### src/rtl/lcbs_pkg.sv
// Shared types and constants for the LED channel blink scheduler.
`default_nettype none

package lcbs_pkg;

    // fixed field widths
    localparam int REQ_W    = 2;
    localparam int BYTE_W   = 8;
    localparam int BOARD_W  = 3;
    localparam int LED_W    = 40;
    localparam int PHASE_W  = 10;
    localparam int PRESC_W  = 16;

    // phase counter wraps at this value
    localparam logic [PHASE_W-1:0] PHASE_LAST = 10'd839;

    // request codes
    typedef enum logic [REQ_W-1:0] {
        REQ_CONFIG = 2'd0,
        REQ_ENABLE = 2'd1,
        REQ_TICK   = 2'd2,
        REQ_CLEAR  = 2'd3
    } t_req;

    // controller states
    typedef enum logic [2:0] {
        S_CLEAR,
        S_IDLE,
        S_READ,
        S_DRAIN,
        S_EMIT
    } t_state;

    // controller to datapath commands
    typedef struct packed {
        logic               rd;        // read table entry at sweep address
        logic               wr_cfg;    // write mode/offset/period of addressed channel
        logic               wr_en;     // write enable bit of addressed channel
        logic               clr_wr;    // write reset entry at sweep address
        logic               clr_cnt;   // zero phase and prescale counters
        logic               emit;      // register board result, step prescaler
        logic [BOARD_W-1:0] board;
        logic               last;
    } t_dp_cmd;

    // datapath to controller status
    typedef struct packed {
        logic pipe_busy;   // lit pipeline still holds a channel
        logic num_ok;      // channel number addresses the table
    } t_dp_sts;

endpackage

`default_nettype wire

### src/rtl/lcbs_dp.sv
// Datapath: channel table memories, lit pipeline, counters and result register.
`default_nettype none

module lcbs_dp #(
    parameter int BOARDS             = 4,
    parameter int CHANNELS_PER_BOARD = 40,
    localparam int TABLE = BOARDS * CHANNELS_PER_BOARD,
    localparam int AW    = (TABLE > 1) ? $clog2(TABLE) : 1
) (
    input  wire logic                                i_clk,
    input  wire logic                                i_rst_n,
    input  wire lcbs_pkg::t_dp_cmd                   i_cmd,
    input  wire logic [AW-1:0]                       i_addr,
    input  wire logic [lcbs_pkg::BYTE_W-1:0]         i_channel_number,
    input  wire logic [lcbs_pkg::BYTE_W-1:0]         i_blink_mode,
    input  wire logic [lcbs_pkg::BYTE_W-1:0]         i_phase_offset,
    input  wire logic [lcbs_pkg::BYTE_W-1:0]         i_blink_period,
    input  wire logic [lcbs_pkg::BYTE_W-1:0]         i_enable_flag,
    input  wire logic                                i_cfg_valid,
    input  wire logic [lcbs_pkg::PRESC_W-1:0]        i_cfg_data,
    output lcbs_pkg::t_dp_sts                        o_sts,
    output logic                                     o_strobe,
    output logic [lcbs_pkg::BOARD_W-1:0]             o_board_index,
    output logic [lcbs_pkg::LED_W-1:0]               o_led_bits,
    output logic                                     o_last_board
);

    localparam int CW = 1 + 2 * lcbs_pkg::BYTE_W;   // blink, offset, period

    // five restoring-division steps of the remainder
    function automatic logic [7:0] mod_step5(input logic [7:0] rem_in,
                                              input logic [4:0] bits,
                                              input logic [7:0] per);
        logic [8:0] t;
        logic [7:0] rem;
        rem = rem_in;
        for (int i = 4; i >= 0; i--) begin
            t = {rem, bits[i]};
            if (t >= {1'b0, per}) begin
                t = t - {1'b0, per};
            end
            rem = t[7:0];
        end
        return rem;
    endfunction

    // table memories
    logic [CW-1:0] r_cfg_mem [TABLE];
    logic          r_en_mem  [TABLE];
    logic [CW-1:0] r_cfg_q;
    logic          r_en_q;

    // counters and limit
    logic [lcbs_pkg::PHASE_W-1:0] r_phase;
    logic [lcbs_pkg::PRESC_W-1:0] r_presc;
    logic [lcbs_pkg::PRESC_W-1:0] r_limit;
    logic [lcbs_pkg::PRESC_W-1:0] n_presc_inc;

    // pipeline
    logic       r_v0, r_v1;
    logic       r_s1_fix, r_s1_mod;
    logic [7:0] r_s1_rem, r_s1_per;
    logic [4:0] r_s1_low;
    logic [CHANNELS_PER_BOARD-1:0] r_bits, n_bits;

    // write address from the 1-based channel number
    logic [8:0]    w_num_m1;
    logic [AW-1:0] w_waddr;
    logic [AW-1:0] w_maddr;
    logic [CW-1:0] w_cfg_wdata;
    logic          w_en_wdata;

    assign w_num_m1      = {1'b0, i_channel_number} - 9'd1;
    assign w_waddr       = AW'(w_num_m1);
    assign o_sts.num_ok  = (i_channel_number != '0)
                        && ({24'd0, i_channel_number} <= 32'(TABLE));
    assign o_sts.pipe_busy = r_v0 | r_v1;

    assign w_maddr     = i_cmd.clr_wr ? i_addr : w_waddr;
    assign w_cfg_wdata = i_cmd.clr_wr ? '0
                       : {(|i_blink_mode), i_phase_offset, i_blink_period};
    assign w_en_wdata  = i_cmd.clr_wr ? 1'b0 : (|i_enable_flag);

    // settings memory
    always_ff @(posedge i_clk) begin
        if (i_cmd.wr_cfg || i_cmd.clr_wr) begin
            r_cfg_mem[w_maddr] <= w_cfg_wdata;
        end
        if (i_cmd.rd) begin
            r_cfg_q <= r_cfg_mem[i_addr];
        end
    end

    // enable memory
    always_ff @(posedge i_clk) begin
        if (i_cmd.wr_en || i_cmd.clr_wr) begin
            r_en_mem[w_maddr] <= w_en_wdata;
        end
        if (i_cmd.rd) begin
            r_en_q <= r_en_mem[i_addr];
        end
    end

    // stage 1: distance to offset, classify, first half of the modulo
    logic [lcbs_pkg::PHASE_W-1:0] w_off, w_diff;
    logic       w_blink;
    logic [7:0] w_per;
    logic       w_fix, w_mod;

    assign w_blink = r_cfg_q[CW-1];
    assign w_off   = {2'b00, r_cfg_q[15:8]};
    assign w_per   = r_cfg_q[7:0];
    assign w_diff  = (r_phase >= w_off) ? (r_phase - w_off) : (w_off - r_phase);

    always_comb begin
        w_fix = 1'b0;
        w_mod = 1'b0;
        if (r_en_q) begin
            if (!w_blink) begin
                w_fix = 1'b1;
            end else if (w_per != 8'd0) begin
                w_mod = 1'b1;
            end
        end
    end

    always_ff @(posedge i_clk) begin
        r_s1_fix <= w_fix;
        r_s1_mod <= w_mod;
        r_s1_rem <= mod_step5(8'd0, w_diff[9:5], w_per);
        r_s1_low <= w_diff[4:0];
        r_s1_per <= w_per;
    end

    // stage 2: second half of the modulo, shift lit bit into the board vector
    logic       w_lit;
    logic [7:0] w_rem;

    assign w_rem = mod_step5(r_s1_rem, r_s1_low, r_s1_per);
    assign w_lit = r_s1_mod ? (w_rem == 8'd0) : r_s1_fix;

    always_comb begin
        n_bits = r_bits >> 1;
        n_bits[CHANNELS_PER_BOARD-1] = w_lit;
    end

    always_ff @(posedge i_clk) begin
        if (r_v1) begin
            r_bits <= n_bits;
        end
    end

    // pipeline valid bits
    always_ff @(posedge i_clk) begin
        if (!i_rst_n) begin
            r_v0 <= 1'b0;
            r_v1 <= 1'b0;
        end else begin
            r_v0 <= i_cmd.rd;
            r_v1 <= r_v0;
        end
    end

    // prescaler and phase counter
    assign n_presc_inc = r_presc + 16'd1;

    always_ff @(posedge i_clk) begin
        if (!i_rst_n || i_cmd.clr_cnt) begin
            r_phase <= '0;
            r_presc <= '0;
        end else if (i_cmd.emit) begin
            if (n_presc_inc == r_limit) begin
                r_presc <= '0;
                r_phase <= (r_phase == lcbs_pkg::PHASE_LAST) ? '0 : r_phase + 10'd1;
            end else begin
                r_presc <= n_presc_inc;
            end
        end
    end

    // prescale limit register
    always_ff @(posedge i_clk) begin
        if (!i_rst_n) begin
            r_limit <= 16'd1;
        end else if (i_cfg_valid) begin
            r_limit <= i_cfg_data;
        end
    end

    // result register
    always_ff @(posedge i_clk) begin
        if (!i_rst_n) begin
            o_strobe <= 1'b0;
        end else begin
            o_strobe <= i_cmd.emit;
        end
    end

    always_ff @(posedge i_clk) begin
        if (i_cmd.emit) begin
            o_board_index <= i_cmd.board;
            o_led_bits    <= lcbs_pkg::LED_W'(r_bits);
            o_last_board  <= i_cmd.last;
        end
    end

endmodule

`default_nettype wire

### src/rtl/lcbs_ctrl.sv
// Controller: state machine sequencing clear sweeps, table writes and board walks.
`default_nettype none

module lcbs_ctrl #(
    parameter int BOARDS             = 4,
    parameter int CHANNELS_PER_BOARD = 40,
    localparam int TABLE = BOARDS * CHANNELS_PER_BOARD,
    localparam int AW    = (TABLE > 1) ? $clog2(TABLE) : 1,
    localparam int CHW   = (CHANNELS_PER_BOARD > 1) ? $clog2(CHANNELS_PER_BOARD) : 1
) (
    input  wire logic                          i_clk,
    input  wire logic                          i_rst_n,
    input  wire logic                          start,
    input  wire logic [lcbs_pkg::REQ_W-1:0]    i_req_type,
    input  wire lcbs_pkg::t_dp_sts             i_sts,
    output lcbs_pkg::t_dp_cmd                  o_cmd,
    output logic [AW-1:0]                      o_addr,
    output logic                               busy
);

    lcbs_pkg::t_state r_state, n_state;
    lcbs_pkg::t_req   w_req;
    logic [AW-1:0]                 r_addr, n_addr, w_addr_inc;
    logic [CHW-1:0]                r_chan, n_chan;
    logic [lcbs_pkg::BOARD_W-1:0]  r_board, n_board;
    logic                          w_addr_end, w_chan_end, w_board_end;

    assign w_req       = lcbs_pkg::t_req'(i_req_type);
    assign w_addr_end  = (r_addr == AW'(TABLE - 1));
    assign w_addr_inc  = w_addr_end ? '0 : r_addr + AW'(1);
    assign w_chan_end  = (r_chan == CHW'(CHANNELS_PER_BOARD - 1));
    assign w_board_end = (r_board == lcbs_pkg::BOARD_W'(BOARDS - 1));
    assign busy        = (r_state != lcbs_pkg::S_IDLE);
    assign o_addr      = r_addr;

    // next state
    always_comb begin
        n_state = r_state;
        unique case (r_state)
            lcbs_pkg::S_CLEAR: begin
                if (w_addr_end) n_state = lcbs_pkg::S_IDLE;
            end
            lcbs_pkg::S_IDLE: begin
                if (start && w_req == lcbs_pkg::REQ_TICK) begin
                    n_state = lcbs_pkg::S_READ;
                end else if (start && w_req == lcbs_pkg::REQ_CLEAR) begin
                    n_state = lcbs_pkg::S_CLEAR;
                end
            end
            lcbs_pkg::S_READ: begin
                if (w_chan_end) n_state = lcbs_pkg::S_DRAIN;
            end
            lcbs_pkg::S_DRAIN: begin
                if (!i_sts.pipe_busy) n_state = lcbs_pkg::S_EMIT;
            end
            lcbs_pkg::S_EMIT: begin
                n_state = w_board_end ? lcbs_pkg::S_IDLE : lcbs_pkg::S_READ;
            end
            default: n_state = lcbs_pkg::S_IDLE;
        endcase
    end

    // commands to the datapath
    always_comb begin
        o_cmd       = '0;
        o_cmd.board = r_board;
        o_cmd.last  = w_board_end;
        unique case (r_state)
            lcbs_pkg::S_CLEAR: o_cmd.clr_wr = 1'b1;
            lcbs_pkg::S_IDLE: begin
                if (start) begin
                    unique case (w_req)
                        lcbs_pkg::REQ_CONFIG: o_cmd.wr_cfg  = i_sts.num_ok;
                        lcbs_pkg::REQ_ENABLE: o_cmd.wr_en   = i_sts.num_ok;
                        lcbs_pkg::REQ_CLEAR:  o_cmd.clr_cnt = 1'b1;
                        lcbs_pkg::REQ_TICK:   o_cmd.clr_cnt = 1'b0;
                        default:              o_cmd.clr_cnt = 1'b0;
                    endcase
                end
            end
            lcbs_pkg::S_READ:  o_cmd.rd   = 1'b1;
            lcbs_pkg::S_DRAIN: o_cmd.rd   = 1'b0;
            lcbs_pkg::S_EMIT:  o_cmd.emit = 1'b1;
            default:           o_cmd.rd   = 1'b0;
        endcase
    end

    // sweep address, channel and board counters
    always_comb begin
        n_addr  = r_addr;
        n_chan  = r_chan;
        n_board = r_board;
        case (r_state)
            lcbs_pkg::S_CLEAR: n_addr = w_addr_inc;
            lcbs_pkg::S_READ: begin
                n_addr = w_addr_inc;
                n_chan = w_chan_end ? '0 : r_chan + CHW'(1);
            end
            lcbs_pkg::S_EMIT: begin
                n_board = w_board_end ? '0 : r_board + lcbs_pkg::BOARD_W'(1);
            end
            default: n_addr = r_addr;
        endcase
    end

    // state and counter registers; reset starts with a clearing pass
    always_ff @(posedge i_clk) begin
        if (!i_rst_n) begin
            r_state <= lcbs_pkg::S_CLEAR;
            r_addr  <= '0;
            r_chan  <= '0;
            r_board <= '0;
        end else begin
            r_state <= n_state;
            r_addr  <= n_addr;
            r_chan  <= n_chan;
            r_board <= n_board;
        end
    end

endmodule

`default_nettype wire

### src/rtl/led_channel_blink_scheduler.sv
// Top level of the LED channel blink scheduler: controller plus datapath.
// Configure and enable requests complete without raising busy.
// Tick: busy while the boards are walked in turn, one entry read a cycle in S_READ, pausing in
// S_DRAIN and S_EMIT after each board; each board strobes its result in the cycle after S_EMIT.
// Clear: busy for a pass over every table entry; synchronous reset runs the same pass first.
// Results cannot be stalled by the receiver; the limit register port is always ready.
`default_nettype none

module led_channel_blink_scheduler #(
    parameter int BOARDS             = 4,
    parameter int CHANNELS_PER_BOARD = 40
) (
    input  wire logic                                i_clk,
    input  wire logic                                i_rst_n,
    input  wire logic                                start,
    output logic                                     busy,
    input  wire logic [lcbs_pkg::REQ_W-1:0]          i_req_type,
    input  wire logic [lcbs_pkg::BYTE_W-1:0]         i_channel_number,
    input  wire logic [lcbs_pkg::BYTE_W-1:0]         i_blink_mode,
    input  wire logic [lcbs_pkg::BYTE_W-1:0]         i_phase_offset,
    input  wire logic [lcbs_pkg::BYTE_W-1:0]         i_blink_period,
    input  wire logic [lcbs_pkg::BYTE_W-1:0]         i_enable_flag,
    output logic                                     o_strobe,
    output logic [lcbs_pkg::BOARD_W-1:0]             o_board_index,
    output logic [lcbs_pkg::LED_W-1:0]               o_led_bits,
    output logic                                     o_last_board,
    input  wire logic                                i_cfg_valid,
    output logic                                     o_cfg_ready,
    input  wire logic [lcbs_pkg::PRESC_W-1:0]        i_cfg_data
);

    localparam int TABLE = BOARDS * CHANNELS_PER_BOARD;
    localparam int AW    = (TABLE > 1) ? $clog2(TABLE) : 1;

    lcbs_pkg::t_dp_cmd w_cmd;
    lcbs_pkg::t_dp_sts w_sts;
    logic [AW-1:0]     w_addr;

    assign o_cfg_ready = 1'b1;

    lcbs_ctrl #(
        .BOARDS             (BOARDS),
        .CHANNELS_PER_BOARD (CHANNELS_PER_BOARD)
    ) u_ctrl (
        .i_clk      (i_clk),
        .i_rst_n    (i_rst_n),
        .start      (start),
        .i_req_type (i_req_type),
        .i_sts      (w_sts),
        .o_cmd      (w_cmd),
        .o_addr     (w_addr),
        .busy       (busy)
    );

    lcbs_dp #(
        .BOARDS             (BOARDS),
        .CHANNELS_PER_BOARD (CHANNELS_PER_BOARD)
    ) u_dp (
        .i_clk            (i_clk),
        .i_rst_n          (i_rst_n),
        .i_cmd            (w_cmd),
        .i_addr           (w_addr),
        .i_channel_number (i_channel_number),
        .i_blink_mode     (i_blink_mode),
        .i_phase_offset   (i_phase_offset),
        .i_blink_period   (i_blink_period),
        .i_enable_flag    (i_enable_flag),
        .i_cfg_valid      (i_cfg_valid),
        .i_cfg_data       (i_cfg_data),
        .o_sts            (w_sts),
        .o_strobe         (o_strobe),
        .o_board_index    (o_board_index),
        .o_led_bits       (o_led_bits),
        .o_last_board     (o_last_board)
    );

endmodule

`default_nettype wire
### config.mk
export PLATFORM = sky130hd
export DESIGN_NAME = led_channel_blink_scheduler
export DESIGN_NICKNAME = d
export VERILOG_FILES = /design/src/rtl/lcbs_pkg.sv /design/src/rtl/lcbs_dp.sv /design/src/rtl/lcbs_ctrl.sv /design/src/rtl/led_channel_blink_scheduler.sv
export SDC_FILE = /design/constraint.sdc
export NUM_CORES = 2
export LEC_CHECK = 0
export BUFFER_PORTS_ARGS = -buffer_cell sky130_fd_sc_hd__buf_2
export CAP_MARGIN = 0
export CORE_MARGIN = 2
export CORE_UTILIZATION = 30
export DETAILED_ROUTE_END_ITERATION = 10
export GPL_ROUTABILITY_DRIVEN = 1
export GPL_TIMING_DRIVEN = 0
export SYNTH_ARGS = -nofsm -noshare
export SYNTH_HDL_FRONTEND = slang
export SYNTH_HIERARCHICAL = 1
export SYNTH_SLANG_ARGS = --single-unit
### constraint.sdc
create_clock -name i_clk -period 15.91 [get_ports i_clk]
set_input_delay 3.182 -clock i_clk [delete_from_list [all_inputs] [get_ports i_clk]]
set_output_delay 3.182 -clock i_clk [all_outputs]
set_load 0.01 [all_outputs]
# Yosys cells after proc, flatten, opt, wreduce, memory -nomap -nowiden
# Memories as Yosys holds them, arrays and structs flattened. A register that Yosys moved wholly into a read port is not among the register bits.
# Cells that the tools add are included.
[word_totals] register_bits=172 ram_bits=2880 in_bits=62 word_cells=130 n_memories=2
[classes] addsub=18 order_cmp=12 n_eq_ne=17 mux=43 bitwise=1 reduce_logical=18
[memory_table] memory="u_dp.r_cfg_mem" words=160 width=17 rd=1 rd_clocked_by_memory_dff=1 wr=1 line_no="lcbs_dp.sv:48" source="logic [CW-1:0] r_cfg_mem [TABLE];"
[memory_table] memory="u_dp.r_en_mem" words=160 width=1 rd=1 rd_clocked_by_memory_dff=1 wr=1 line_no="lcbs_dp.sv:49" source="logic r_en_mem [TABLE];"
[op_table] op="8-bit 2-to-1 mux" n=12
[op_table] op="9-bit by 8-bit >= comparator with 1-bit output" n=9
[op_table] op="8-bit subtractor" n=9
[op_table] op="10-bit 2-to-1 mux" n=2
[op_table] op="3-bit 2-to-1 mux" n=6
[op_table] op="17-bit 2-to-1 mux" n=1
[op_table] op="16-bit by 1-bit adder with 16-bit output, second input constant" n=1
[op_table] op="16-bit == test" n=1
[op_table] op="1-bit 2-to-1 mux" n=16
[op_table] op="16-bit 2-to-1 mux" n=1
[op_table] op="8-bit nonzero test" n=2
[op_table] op="8-bit OR reduction" n=2
[op_table] op="3-bit one-hot mux with 5 select lines" n=1
[op_table] op="10-bit by 1-bit adder with 10-bit output, second input constant" n=1
[op_table] op="10-bit == test, second input constant" n=1
[op_table] op="10-bit by 8-bit >= comparator with 1-bit output" n=1
[op_table] op="10-bit by 8-bit subtractor with 10-bit output" n=1
[op_table] op="8-bit by 10-bit subtractor with 10-bit output" n=1
[op_table] op="3-bit by 2-bit == test with 1-bit output, second input constant" n=3
[op_table] op="8-bit by 1-bit adder with 8-bit output, second input constant" n=1
[op_table] op="8-bit == test, second input constant" n=1
[op_table] op="1-bit by 8-bit >= comparator with 1-bit output" n=1
[op_table] op="8-bit less-or-equal comparator, second input constant" n=1
[op_table] op="8-bit logical NOT" n=1
[op_table] op="23 further kinds" n=33

# Logic depth before layout (Yosys ltp)
[depth] ltp_word=12 depth_mapped=60 ltp_nobuf=57

# Hierarchy
# The synthesis kept the hierarchy.
[by_module_without_submodules] mod="lcbs_dp" n_inst=1 cells_per_inst=5690 area_each_um2=121793.1 seq_area_each_um2=90907.2
[by_module_without_submodules] mod="lcbs_ctrl" n_inst=1 cells_per_inst=121 area_each_um2=1029.7 seq_area_each_um2=400.4
[by_module_without_submodules] mod="led_channel_blink_scheduler" n_inst=1 cells_per_inst=2 area_each_um2=11.3 seq_area_each_um2=0.0

# Worst setup path before layout
# No wires, ideal clock.
[synth_path] path_type="register -> register" from="register u_dp/r_phase[0] (netlist name)" to="register u_dp.r_s1_rem[2]" setup_ns=0.119 arrival_ns=11.266 required_ns=15.791 path_slack_ns=4.525 stages_incl_launch_ff=60 n_path_buf=2 path_cell_list="dfxtp_1 -> inv_1 -> ha_1 -> fa_1 -> nand2b_1 -> a21oi_1 -> o31a_2 -> nor2_4 -> o21ai_0 -> nand2_1 -> ha_1 -> nand2_1 -> nand2_1 -> a31oi_1 -> a41o_1 -> ha_1 -> nor2b_1 -> o21ai_0 -> [24 not listed] -> a21oi_1 -> or2_2 -> or2_2 -> o32ai_1 -> buf_2 -> mux2i_1 -> ha_1 -> nor2b_1 -> o21ai_0 -> a21boi_0 -> o21ai_0 -> a21oi_1 -> o31ai_1 -> nand2b_1 -> nor2_1 -> nor4bb_1 -> nor2_1 -> o221a_1"
[synth_between] elab_chain_len=12 word_cells_on_any_way=19
[synth_rtl] item="from (decl)" line_no="lcbs_dp.sv:54" source="logic [lcbs_pkg::PHASE_W-1:0] r_phase;"
[synth_rtl] item="from (signal assigned)" line_no="lcbs_dp.sv:174" source="r_phase <= (r_phase == lcbs_pkg::PHASE_LAST) ? '0 : r_phase + 10'd1;"
[synth_rtl] item="8-bit by 10-bit subtractor with 10-bit output (tied with other cells)" line_no="lcbs_dp.sv:113" source="assign w_diff = (r_phase >= w_off) ? (r_phase - w_off) : (w_off - r_phase);"
[synth_rtl] item="10-bit 2-to-1 mux (*)" line_no="lcbs_dp.sv:113"
[synth_rtl] item="1-bit by 8-bit subtractor with 8-bit output or 1-bit by 8-bit >= comparator with 1-bit output (tied branches)" line_no="lcbs_dp.sv:40, lcbs_dp.sv:39"
[synth_rtl] item="8-bit 2-to-1 mux" line_no="lcbs_dp.sv:39" source="if (t >= {1'b0, per}) begin"
[synth_rtl] item="8-bit subtractor or 9-bit by 8-bit >= comparator with 1-bit output (tied branches)" line_no="lcbs_dp.sv:40, lcbs_dp.sv:39"
[synth_rtl] item="8-bit 2-to-1 mux" line_no="lcbs_dp.sv:39"
[synth_rtl] item="8-bit subtractor or 9-bit by 8-bit >= comparator with 1-bit output (tied branches)" line_no="lcbs_dp.sv:40, lcbs_dp.sv:39"
[synth_rtl] item="8-bit 2-to-1 mux" line_no="lcbs_dp.sv:39"
[synth_rtl] item="9-bit by 8-bit >= comparator with 1-bit output or 8-bit subtractor (tied branches)" line_no="lcbs_dp.sv:39, lcbs_dp.sv:40"
[synth_rtl] item="8-bit 2-to-1 mux" line_no="lcbs_dp.sv:39"
[synth_rtl] item="8-bit subtractor or 9-bit by 8-bit >= comparator with 1-bit output (tied branches)" line_no="lcbs_dp.sv:40, lcbs_dp.sv:39"
[synth_rtl] item="8-bit 2-to-1 mux (*)" line_no="lcbs_dp.sv:39"
[synth_rtl] item="to (signal assigned)" line_no="lcbs_dp.sv:130" source="r_s1_rem <= mod_step5(8'd0, w_diff[9:5], w_per);"
[synth_rtl] item="to (decl)" line_no="lcbs_dp.sv:62" source="logic [7:0] r_s1_rem, r_s1_per;"
# Mark *: on every way between the ends. The rest lies on a longest branch, timed or not.
# A chain may end at the register's enable or synchronous reset.

# Worst setup path in the final report
# Ends and elaborated chain as after synthesis.

==> results.sh <==
export IMPL_start_util_pct=30.18
export IMPL_grt_pass1_vias=62316
export IMPL_switching_share_pct=21.42
export IMPL_overflow=0
export IMPL_cts_buffers=316
export IMPL_tightest_slew_ps=1561
export IMPL_die_area_um2=414600
export IMPL_hold_viol=0
export IMPL_maxCapViolCount=12
export IMPL_fillers=37104
export IMPL_ys_top_cells_by_area="edfxtp_1, mux4_2, dfxtp_1"
export IMPL_viasPerCell=5.169
export IMPL_final_antenna_net_count=0
export IMPL_ir_worst_vdd_v=0.00008741
export IMPL_p_leak_uw=0.04518
export IMPL_synth_cell_types=85
export IMPL_cp_max_fo=10
export IMPL_hp_class="flip-flop to flip-flop"
export IMPL_die_h_um=643.9
export IMPL_yosysWarnings=6
export IMPL_most_common_layout_cells="edfxtp_1, mux4_2, clkbuf_16"
export IMPL_cp_end_kind="flip-flop"
export IMPL_place_congestion=0.8777
export IMPL_grt_max_degree=53
export IMPL_ys_ff_latch=3070
export IMPL_slowest_delay_ps=510
export IMPL_placement_io_buffers=106
export IMPL_synth_fa_ha_area_share_pct=1.147
export IMPL_clkTransAtPathRegs_ps=60
export IMPL_finalSetupTns_ps=0
export IMPL_ys_flop_type="edfxtp_1"
export IMPL_max_freq_mhz=71.51
export IMPL_synth_top_cell_by_area="edfxtp_1"
export IMPL_cts_setup_buffers=0
export IMPL_cts_tree="built"
export IMPL_nets=6649
export IMPL_clockRootBuffer="clkbuf_16"
export IMPL_final_common_cell="edfxtp_1"
export IMPL_setup_viol=0
export IMPL_routed_wl_mm=332.8
export IMPL_p_switching_uw=3648
export IMPL_seqPwrFrac_pct=51.4
export IMPL_num_vias=62861
export IMPL_outcome="complete, but fails checks"
export IMPL_drive_gt1_share_pct=29.63
export IMPL_intPower_uw=13380
export IMPL_cts_resized=0
export IMPL_drt_iter0_drc=8780
export IMPL_synth_nets=5981
export IMPL_hold_buffers=0
export IMPL_grt_setup_unrepaired="no"
export IMPL_cts_buffer_depth=4
export IMPL_clock_sink_count=3070
export IMPL_post_place_cells=11587
export IMPL_crit_slowest_cell="mux2i_1"
export IMPL_cts_htree_levels=5
export IMPL_syn_area_um2=122800
export IMPL_clkLatencyLatePin_ps=900
export IMPL_synth_cells=5813
export IMPL_powerDensity_nw_per_um2=117.0
export IMPL_slew_headroom_pct=-4.071
export IMPL_synth_edf_count=2982
export IMPL_synth_compound_area_share_pct=1.620
export IMPL_yosys_area_share_simple_pct=3.063
export IMPL_finClkSkew_ps=89.27
export IMPL_critPathKind="flip-flop to flip-flop"
export IMPL_rows=234
export IMPL_fin_crit_ps=13980
export IMPL_ys_seq_area_share_pct=74.33
export IMPL_hpwlAfterDp_mm=233.9
export IMPL_synthMuxAreaShare_pct=17.82
export IMPL_start_kind="flip-flop"
export IMPL_avgSynthCellArea_um2=21.13
export IMPL_pwr_share_comb_pct=6.0
export IMPL_post_synth_xor_area_fraction_pct=0.7487
export IMPL_core_um2=407000
export IMPL_antenna_found_initial=32
export IMPL_wl_per_cell_um=27.36
export IMPL_yosysTopAreaCellShare_pct=72.90
export IMPL_crit_required_ps=16620
export IMPL_period_share_pct=87.89
export IMPL_grt_pass1_wl_mm=467.6
export IMPL_crit_top_cell="o21ai_0"
export IMPL_die_x_um=643.9
export IMPL_synthToLayoutAreaGrowth_pct=18.49
export IMPL_layout_cells_non_filler=12162
export IMPL_synth_top_family_by_area="multiplexers"
export IMPL_arrival_ps=14700
export IMPL_final_util_pct=35.76
export IMPL_drt_pass1_iterations=6
export IMPL_track_usage_pct=15.64
export IMPL_violations="capacitance limit, slew limit"
export IMPL_io_pins=109
export IMPL_slew_viol_final=87
export IMPL_async_flop_share_pct=0
export IMPL_pwr_share_clk_pct=42.5
export IMPL_drcViolationCount=0
## power groups by stage
stage / Sequential (uW) / Combinational, uW / Clock [uW]
after floorplan: 8930 / 590 / 0
after global placement: 8930 / 1000 / 0
after detailed placement: 8930 / 1020 / 0
after CTS: 8760 / 1020 / 7370
after global routing: 8760 / 1060 / 7670
final: 8760 / 1030 / 7240
## critical path: cells and delay by family, from the launching register on
kind                       cells  cell delay [ps]
adders and majority gates      7             2010
buffers and inverters          4              730
DFF                            1              400
muxes                          3             1170
AOI/OAI and AO/OA             28             6580
and+or+nand+nor               17             2960
## worst paths after layout
| path | start | slack, ps | end | cells past startpoint |
|---|---|---|---|---|
| worst max-delay path | u_dp/r_phase[0]$_SDFFE_PP0P_ | 1930 | u_dp/r_s1_rem[2]$_DFF_P_ | 59 |
| worst min-delay path | u_dp/r_cfg_q[6]$_DFFE_PP_ | 410 | u_dp/r_s1_per[6]$_DFF_P_ | 0 |
| worst min register to register | u_dp/r_cfg_q[6]$_DFFE_PP_ | 410 | u_dp/r_s1_per[6]$_DFF_P_ | 0 |
| worst max register to register | u_dp/r_phase[0]$_SDFFE_PP0P_ | 1930 | u_dp/r_s1_rem[2]$_DFF_P_ | 59 |
## cells by family after synthesis
logic type	count (synthesis)
adders and majority gates	106
xor gates and xnor gates	105
and+or+nand+nor	822
buffers and inverters	397
DFF	3070
other	1
AOI/OAI and AO/OA	299
muxes	1013
## synthesized netlist by cell type (23+ instances only)
cell	count
a211oi_1	23
a21oi_1	95
buf_1	56
clkbuf_1	230
dfxtp_1	88
edfxtp_1	2982
ha_1	95
inv_1	90
mux2_2	30
mux2i_1	47
mux4_2	936
nand2_1	118
nand3_1	33
nor2_1	445
nor2b_1	65
nor3_1	26
o21ai_0	58
xnor2_1	65
xor2_1	40
## per-layer routing
layer	global-route usage (%)	routed length, um	up-vias
li1	-	-	25487
met1	20.94	130400	33790
met2	25.76	161400	3064
met3	2.760	29280	520
met4	5.281	11670	0
met5	0	0	-
## stage by stage
| step | cell area [um^2] | power (uW) | hold WS (ps) | setup WS (ps) |
|---|---|---|---|---|
| floorplan | 122800 | 9520 | 370.3 | 4525 |
| global placement | 130200 | 9934 | 398.6 | 1058 |
| detailed placement | 135400 | 9955 | 399.5 | 2222 |
| CTS | 145400 | 17150 | 411.4 | 2113 |
| global route | 145500 | 17480 | 415.2 | 809.2 |
| finish | 145500 | 17030 | 412.6 | 1926 |
## sequential cells by signal, summed over array words and instances (netlist names), 3 cells and up
name and cells:
u_dp/r_presc 16, u_dp/r_limit 16, u_ctrl/o_addr 8, u_ctrl/r_state 3, u_dp/o_board_index 3, u_dp/r_bits 40
u_dp/r_en_mem 160, u_dp/r_cfg_mem 2720, u_ctrl/r_chan 6, u_dp/r_phase 10, u_ctrl/r_board 3, u_dp/r_cfg_q 17
u_dp/o_led_bits 40, u_dp/r_s1_per 8, u_dp/r_s1_low 5, u_dp/r_s1_rem 8
## cell type report
class / instances / area [um^2] / area share [%]
Sequential cell: 3070 / 91310 / 62.74
Multi-Input combinational cell: 2346 / 30520 / 20.97
Clock buffer: 394 / 8422 / 5.786
Tap cell: 5428 / 6792 / 4.666
Timing Repair Buffer: 350 / 5284 / 3.630
Clock inverter: 163 / 1612 / 1.107
Buffer: 306 / 1236 / 0.8493
Inverter: 91 / 341.6 / 0.2347
Antenna cell: 14 / 35.03 / 0.02407
Power figures use the tool's default switching activity.
